$ cat config.mk
export PLATFORM = sky130hd
export DESIGN_NAME = wtsp_fifo
export DESIGN_NICKNAME = d
export VERILOG_FILES = /design/src/wtsp_pkg.sv /design/src/wtsp_fifo.sv
export SDC_FILE = /design/constraint.sdc
export NUM_CORES = 1
export LEC_CHECK = 0
export ABC_AREA = 1
export BUFFER_PORTS_ARGS = -buffer_cell sky130_fd_sc_hd__buf_2
export CORE_UTILIZATION = 47
export CTS_CLUSTER_SIZE = 24
export DETAILED_ROUTE_END_ITERATION = 8
export HOLD_SLACK_MARGIN = 0.02
export PLACE_DENSITY_LB_ADDON = 0.2
export SYNTH_ARGS = -nofsm -noshare
export SYNTH_HDL_FRONTEND = slang
export SYNTH_SLANG_ARGS = --single-unit
$ cat constraint.sdc
create_clock -name clk -period 1.5 [get_ports clk]
set_input_delay 0.15 -clock clk [delete_from_list [all_inputs] [get_ports clk]]
set_output_delay 0.15 -clock clk [all_outputs]
set_load 0.01 [all_outputs]
$ cat src/wtsp_pkg.sv
// Shared constants and register codes for the world-to-screen projection block.
// No dependencies.
package wtsp_pkg;

    localparam int FRAC_BITS_DEF = 16;
    localparam int SIZE_W        = 16;
    localparam int Q_W           = 32;
    localparam int FIFO_DEPTH    = 4;

    typedef enum logic [2:0] {
        REG_ROW_X_FIRST   = 3'd0,
        REG_ROW_X_SECOND  = 3'd1,
        REG_ROW_Y_FIRST   = 3'd2,
        REG_ROW_Y_SECOND  = 3'd3,
        REG_ROW_W_FIRST   = 3'd4,
        REG_ROW_W_SECOND  = 3'd5,
        REG_SCREEN_WIDTH  = 3'd6,
        REG_SCREEN_HEIGHT = 3'd7
    } reg_idx_t;

endpackage

$ cat src/wtsp_fifo.sv
// Small register queue between front and back end.
// Depends on wtsp_pkg.
module wtsp_fifo
    import wtsp_pkg::*;
#(
    parameter int WIDTH = 8,
    parameter int DEPTH = FIFO_DEPTH,
    localparam int PW   = $clog2(DEPTH),
    localparam int CNTW = $clog2(DEPTH + 1)
)
(
    input  logic             clk,
    input  logic             rst_n,
    input  logic             push,
    input  logic [WIDTH-1:0] wdata,
    output logic             full,
    input  logic             pop,
    output logic             empty,
    output logic [WIDTH-1:0] rdata
);

    logic [WIDTH-1:0] mem_reg [DEPTH];
    logic [PW-1:0]    wp_reg, rp_reg;
    logic [CNTW-1:0]  cnt_reg;

    assign full  = (cnt_reg == CNTW'(DEPTH));
    assign empty = (cnt_reg == '0);
    assign rdata = mem_reg[rp_reg];

    always_ff @(posedge clk or negedge rst_n)
    begin
        if (!rst_n)
        begin
            wp_reg  <= '0;
            rp_reg  <= '0;
            cnt_reg <= '0;
        end
        else
        begin
            if (push)
                wp_reg <= (wp_reg == PW'(DEPTH - 1)) ? '0 : wp_reg + 1'b1;
            if (pop)
                rp_reg <= (rp_reg == PW'(DEPTH - 1)) ? '0 : rp_reg + 1'b1;
            if (push && !pop)
                cnt_reg <= cnt_reg + 1'b1;
            else if (pop && !push)
                cnt_reg <= cnt_reg - 1'b1;
        end
    end

    always_ff @(posedge clk)
    begin
        if (push)
            mem_reg[wp_reg] <= wdata;
    end

endmodule

==> results of run 1 <==
==> worst paths after layout <==
kind / start / endpoint / slack, ns / cells after the start
hold / removal: pop / rp_reg[1]$_DFFE_PN0P_ / 0.06 / 2
hold reg to reg: cnt_reg[2]$_DFFE_PN0P_ / cnt_reg[2]$_DFFE_PN0P_ / 0.52 / 2
max in group asynchronous: rst_n / rp_reg[0]$_DFFE_PN0P_ / 1.18 / 2
setup reg to reg: wp_reg[0]$_DFFE_PN0P_ / mem_reg[3][3]$_DFFE_PP_ / 0.21 / 3
min in group asynchronous: rst_n / cnt_reg[1]$_DFFE_PN0P_ / 0.16 / 2
setup / recovery: rp_reg[0]$_DFFE_PN0P_ / rdata[4] / -0.03 / 5
==> repair_timing <==
action / 4_1_cts / 5_1_grt
gates cloned: 0 / 1
hold endpoints to repair: 35 / 0
endpoints found under the setup margin: 6 / 8
hold buffers: 9 / 0
resized for setup: 1 / 2
buffers inserted: 3 / 1
pin swaps: 0 / 1
==> worst max-delay path, cell delays in order (launching register included) <==
cell	delay, ns
sky130_fd_sc_hd__dfrtp_1	0.41
sky130_fd_sc_hd__inv_4	0.08
sky130_fd_sc_hd__clkbuf_16	0.17
sky130_fd_sc_hd__o211ai_1	0.16
sky130_fd_sc_hd__nand2_1	0.09
sky130_fd_sc_hd__buf_2	0.14
==> layout by cell type, fill, tap and decap left out, types with 2 or more instances in the layout <==
cell,count
sky130_fd_sc_hd__o211ai_1,16
sky130_fd_sc_hd__buf_4,6
sky130_fd_sc_hd__clkbuf_4,5
sky130_fd_sc_hd__nor3_1,2
sky130_fd_sc_hd__ha_1,6
sky130_fd_sc_hd__edfxtp_1,32
sky130_fd_sc_hd__dlygate4sd3_1,9
sky130_fd_sc_hd__nand2_1,39
sky130_fd_sc_hd__o21ai_0,3
sky130_fd_sc_hd__buf_12,3
sky130_fd_sc_hd__inv_1,27
sky130_fd_sc_hd__buf_2,21
sky130_fd_sc_hd__dfrtp_1,7
==> where the power goes <==
group | total, mW | switching (mW) | internal, mW
sequential | 1.55 | 0.136 | 1.42
clock | 0.676 | 0.334 | 0.343
combinational | 1.43 | 0.780 | 0.649
==> per-layer routing <==
layer  GRT usage [%]  vias to the layer above
li1                -                      571
met1            20.7                      553
met2            29.4                       26
met3            5.70                        4
met4            6.40                        0
met5               0                        -
==> kinds of logic (layout without fill, tap and decap cells) <==
| group | Yosys count | in the layout |
|---|---|---|
| xor+xnor | 1 | 1 |
| simple gates | 45 | 45 |
| flops | 39 | 39 |
| fa+ha+maj | 7 | 7 |
| compound gates | 20 | 20 |
| buf+inv | 33 | 78 |
==> synth_stat cells <==
cell type                  number  area, um^2
sky130_fd_sc_hd__nand3_1        1        5.00
sky130_fd_sc_hd__o211ai_1      16         120
sky130_fd_sc_hd__inv_2          2        7.51
sky130_fd_sc_hd__fa_1           1        20.0
sky130_fd_sc_hd__ha_1           6        75.1
sky130_fd_sc_hd__nor3_1         2        10.0
sky130_fd_sc_hd__edfxtp_1      32         961
sky130_fd_sc_hd__nand4_1        1        6.26
sky130_fd_sc_hd__nand2_1       40         150
sky130_fd_sc_hd__inv_1         27         101
sky130_fd_sc_hd__clkbuf_8       1        13.8
sky130_fd_sc_hd__o21ai_0        3        15.0
sky130_fd_sc_hd__dfrtp_1        7         175
sky130_fd_sc_hd__buf_6          2        22.5
sky130_fd_sc_hd__o21ai_1        1        5.00
sky130_fd_sc_hd__xnor2_1        1        8.76
sky130_fd_sc_hd__nor2_1         1        3.75
sky130_fd_sc_hd__buf_4          1        7.51
==> per-stage QoR <==
step	std cells	hold slack, ns	utilization [%]	TNS (ns)	power [mW]
final	236	0.0586	62.6	-0.0736	3.66
after global routing	236	0.0541	62.6	-0.813	3.91
after CTS	234	0.0385	61.5	-0.0784	3.59
after detailed placement	214	-0.00270	55.9	0	2.84
after global placement	214	-0.00897	55.9	0	2.77
after floorplan	145	-0.146	-	0	2.36
==> area by class of cell <==
type / instances / area (um^2)
tap: 46 / 57.6
clock inverter: 3 / 38.8
inverter: 29 / 111
timing repair buffer: 41 / 337
multi-input combinational: 73 / 422
fill: 280 / 1280
sequential: 39 / 1140
clock buffer: 5 / 37.5
==> flow_summary.yaml, run 1 <==
synth:
  syn_area_per_cell_um2: 11.8
  netlist_area_mm2: 0.00171
  yosysWarningCount: 0
  synth_compound_area_share_pct: 8.21
  synth_cell_types: 18
  synth-seq-cells: 39
  synth_top_family_by_area: "simple AND/OR/NAND/NOR gates"
  syn_inst: 145
  synthMuxAreaShare_pct: 0
  synth.yosys.seq_area_share_pct: 66.5
  synth.net_count: 164
  post_synth_xor_area_fraction_pct: 0.513
  fraction_of_the_mapped_netlist_area_in_simple_logic_gates_pct: 10.3
  post_synth_adder_cell_area_pct: 5.57
sta:
  period_needed_ns: 1.53
  final_min_period_over_clock_period_pct: 102
  report.final.slew_viol_count: 0
  layout_setup_ws_ns: -0.0310
  worst_pin_slew_ns: 0.366
  fin_skew_ns: 0.0112
  grt_setup_unrepaired: "yes"
  maxSlewHeadroom_pct: 75.5
  hold_violations: 0
  timing.fmax_mhz: 653
  setup-violations-final: 6
power:
  vdd_ir_drop_max_mv: 0.884
  total_leakage_power_nw: 0.975
  cell_area_power_density_mw_per_mm2: 1710
clock_network:
  insertion_delay_ns: 0.35
  cts_tree: "built"
  clock_sinks: 39
  tritoncts.num_buffers: 5
  cts.root.buffer_cell: "sky130_fd_sc_hd__clkbuf_4"
  clk_pin_slew_ns: 0.10
  cts-htree-levels: 2
  clock_path_buffers: 2
critical_path:
  worst_setup_path_end_kind: "output port"
  worst-setup-path-type: "reg2out"
  worstSetupStartpointType: "register"
  worstPathArrival_ns: 1.38
  worstPathMaxFanout: 12
  worst_ep_required_time_ns: 1.35
route:
  top_layer_used: "met4"
  detailed_router_s_first_iteration_violation_count: 42
  met3RoutedLength_um: 134
  drt_pre_antenna_iters: 4
  antenna_left: 0
  avgRoutedWirePerCell_um: 13.3
  routed-wl-met2_um: 1600
  route.layer.met1.wl_um: 1350
  post-route-drc-count: 0
  drt_wl_total_um: 3140
  vias_after_detailed_routing: 1154
  vias_per_cell: 4.89
floorplanning:
  die_h_um: 62.3
  initial_utilization_pct: 50.0
  dieWidth_um: 62.3
  io_pins: 22
  core_area_mm2: 0.00342
  die_area_mm2: 0.00388
  rows: 21
placed_design:
  pre_cts_ws_ns: 0.143
  globalplace.congestion: 0.759
  dp_hpwl_um: 1960
  io_buffer_count: 21
  placedInstanceArea_mm2: 0.00191
run_status:
  outcome: "finished with violations"
  failed_checks: "setup timing"
final_layout:
  syn_to_final_growth_pct: 25.3
  nNetsFinal: 208
  num_antenna_cells: 0
  stdcell_area_mm2: 0.00214
  post_route_cells_drive_above_1_share_pct: 22.1
  largest_register_ffs: 32
global_routing:
  global_route.usage.total_pct: 17.4
  antenna_found_initial: 0
  total_congestion_overflow_after_global_routing: 0
  number_of_global_route_vias_before_repair: 1077
  grt_start_max_net_pins: 25
  global_route_wire_length_before_repair_um: 4890
flow_run:
  cap_viol_max_count: 0
min_path:
  worst_hold_path_type: "in2reg"
Power figures use the tool's default switching activity.
==> run 2: changes to the inputs <==
--- a/config.mk
+++ b/config.mk
@@ -7,7 +7,7 @@
 export LEC_CHECK = 0
 export ABC_AREA = 1
 export BUFFER_PORTS_ARGS = -buffer_cell sky130_fd_sc_hd__buf_2
-export CORE_UTILIZATION = 47
+export CORE_UTILIZATION = 35
 export CTS_CLUSTER_SIZE = 24
 export DETAILED_ROUTE_END_ITERATION = 8
 export HOLD_SLACK_MARGIN = 0.02
==> flow_summary.yaml, run 2 (synthesis gave the netlist of run 1 again) <==
critical_path:
  worstPathArrival_ns: 1.35
  worstPathMaxFanout: 16
  worstSetupStartpointType: "register"
  worst_setup_path_end_kind: "output port"
  critPathLaunch: "rp_reg[0]$_DFFE_PN0P_"
  reg2reg_from: "cnt_reg[0]$_DFFE_PN0P_"
  worst-setup-path-type: "reg2out"
  worst_ep_required_time_ns: 1.35
route:
  antenna_left: 0
  detailed_router_s_first_iteration_violation_count: 25
  vias_after_detailed_routing: 1089
  avgRoutedWirePerCell_um: 12.3
  drt_pre_antenna_iters: 4
  drt_wl_total_um: 3030
  vias_per_cell: 4.41
  post-route-drc-count: 0
final_layout:
  final-instance-count-excl-fill: 247
  filler_cells_inserted: 453
  num_antenna_cells: 0
  post_route_cells_drive_above_1_share_pct: 21.1
  syn_to_final_growth_pct: 21.0
  stdcell_area_mm2: 0.00207
  multi_input_area_um2: 419
  seq_area_mm2: 0.00114
  most_used_cells_in_the_layout_excluding_fill_and_tap_cells: "sky130_fd_sc_hd__nand2_1, sky130_fd_sc_hd__edfxtp_1, sky130_fd_sc_hd__inv_1"
  layout.cells.most_common: "sky130_fd_sc_hd__nand2_1"
  largest_register_ffs: 32
  nNetsFinal: 198
  layout.core_utilization_pct: 43.8
sta:
  maxSlewHeadroom_pct: 75.7
  setup-violations-final: 0
  report.final.slew_viol_count: 0
  hold_violations: 0
  final.hold.worst_slack_ns: 0.0763
  final_min_period_over_clock_period_pct: 99.9
  fin_skew_ns: 0.00504
  grt_setup_unrepaired: "yes"
  timing.fmax_mhz: 667
  tns_ns: 0
  period_needed_ns: 1.50
  layout_setup_ws_ns: 0.00125
  worst_pin_slew_ns: 0.364
global_routing:
  grt_start_max_net_pins: 17
  antenna_found_initial: 0
  global_route.usage.total_pct: 13.7
  global_route.usage.met3_pct: 3.52
  met2_use_gr_pct: 23.3
  total_congestion_overflow_after_global_routing: 0
  number_of_global_route_vias_before_repair: 1044
  globalRoute.busiestLayer: "met2"
  global_route_wire_length_before_repair_um: 5050
  global_route.usage.met1_pct: 15.7
floorplanning:
  rows: 25
  die_area_mm2: 0.00516
  core_area_mm2: 0.00472
  dieWidth_um: 71.9
  die_h_um: 71.9
  io_pins: 22
  initial_utilization_pct: 36.2
placed_design:
  pre_cts_ws_ns: 0.121
  placedInstanceArea_mm2: 0.00191
  io_buffer_count: 21
  globalplace.congestion: 0.678
  post-place-cells: 235
  dp_hpwl_um: 1980
run_status:
  outcome: "finished, final reports clean"
clock_network:
  cts_tree: "built"
  cts-htree-levels: 2
  clock_sinks: 39
  cts.root.buffer_cell: "sky130_fd_sc_hd__clkbuf_8"
  tritoncts.num_buffers: 5
  clock_path_buffers: 2
  insertion_delay_ns: 0.28
  clk_pin_slew_ns: 0.07
power:
  pwr-share-comb_pct: 38.6
  intPower_mw: 2.36
  pwr-share-seq_pct: 43.0
  power_switching_mw: 1.23
  clock_power_share_pct: 18.4
  vdd_ir_drop_max_mv: 0.688
  power_switching_share_pct: 34.2
  p_total_mw: 3.59
  cell_area_power_density_mw_per_mm2: 1740
  total_leakage_power_nw: 0.932
min_path:
  min_delay_startpoint: "wdata[0]"
  worst_hold_path_type: "in2reg"
flow_run:
  cap_viol_max_count: 0
## run 2: cell count changes in the layout (fill, tap and decap cells not counted), sizes merged
cell and change:
buf -1, bufinv -1, clkbuf +1, clkinv -1
dlygate4sd3 -8
## run 2: critical path, cell delays in order, from the launching register on
cell and delay, ns:
sky130_fd_sc_hd__dfrtp_1 0.40, sky130_fd_sc_hd__inv_4 0.09, sky130_fd_sc_hd__buf_16 0.16, sky130_fd_sc_hd__o211ai_1 0.19
sky130_fd_sc_hd__nand2_1 0.08, sky130_fd_sc_hd__buf_2 0.14
## run 2: layout make-up
class | count | area share (%)
sequential | 39 | 55.0
multi-input combinational | 73 | 20.3
timing repair buffer | 31 | 11.4
inverter | 29 | 5.39
tap | 67 | 4.06
clock buffer | 7 | 3.69
clock inverter | 1 | 0.242
## run 2: power by group through the flow
stage	sequential, mW	combinational (mW)	clock [mW]
after floorplan	1.53	0.831	0
after global placement	1.55	1.20	0
after detailed placement	1.57	1.23	0
after CTS	1.54	1.42	0.679
after global routing	1.57	1.57	0.729
final	1.54	1.39	0.660
## run 2: path summary, 6_finish.rpt
path / depth (start not counted) / to / slack, ns
setup / recovery: 5 / rdata[7] / 0.001
hold / removal: 1 / mem_reg[0][0]$_DFFE_PP_ / 0.08
setup reg to reg: 5 / cnt_reg[2]$_DFFE_PN0P_ / 0.21
hold reg to reg: 2 / cnt_reg[2]$_DFFE_PN0P_ / 0.50
max in group asynchronous: 2 / wp_reg[1]$_DFFE_PN0P_ / 1.11
min in group asynchronous: 2 / cnt_reg[2]$_DFFE_PN0P_ / 0.23
## run 2: timing repair
| item | in CTS | in global routing |
|---|---|---|
| setup endpoints to repair | 3 | 8 |
| gates resized for setup | 3 | 0 |
| cloned | 2 | 0 |
| pin swaps | 3 | 1 |
| hold buffers | 1 | 0 |
| setup buffers | 1 | 0 |
| endpoints found under the hold margin | 7 | 0 |
## run 2: routing by layer
metal  up-vias  share of wire [%]
li1        550                  -
met1       509                 42
met2        21                 52
met3         9                3.4
met4         0                2.3
met5         -                  0
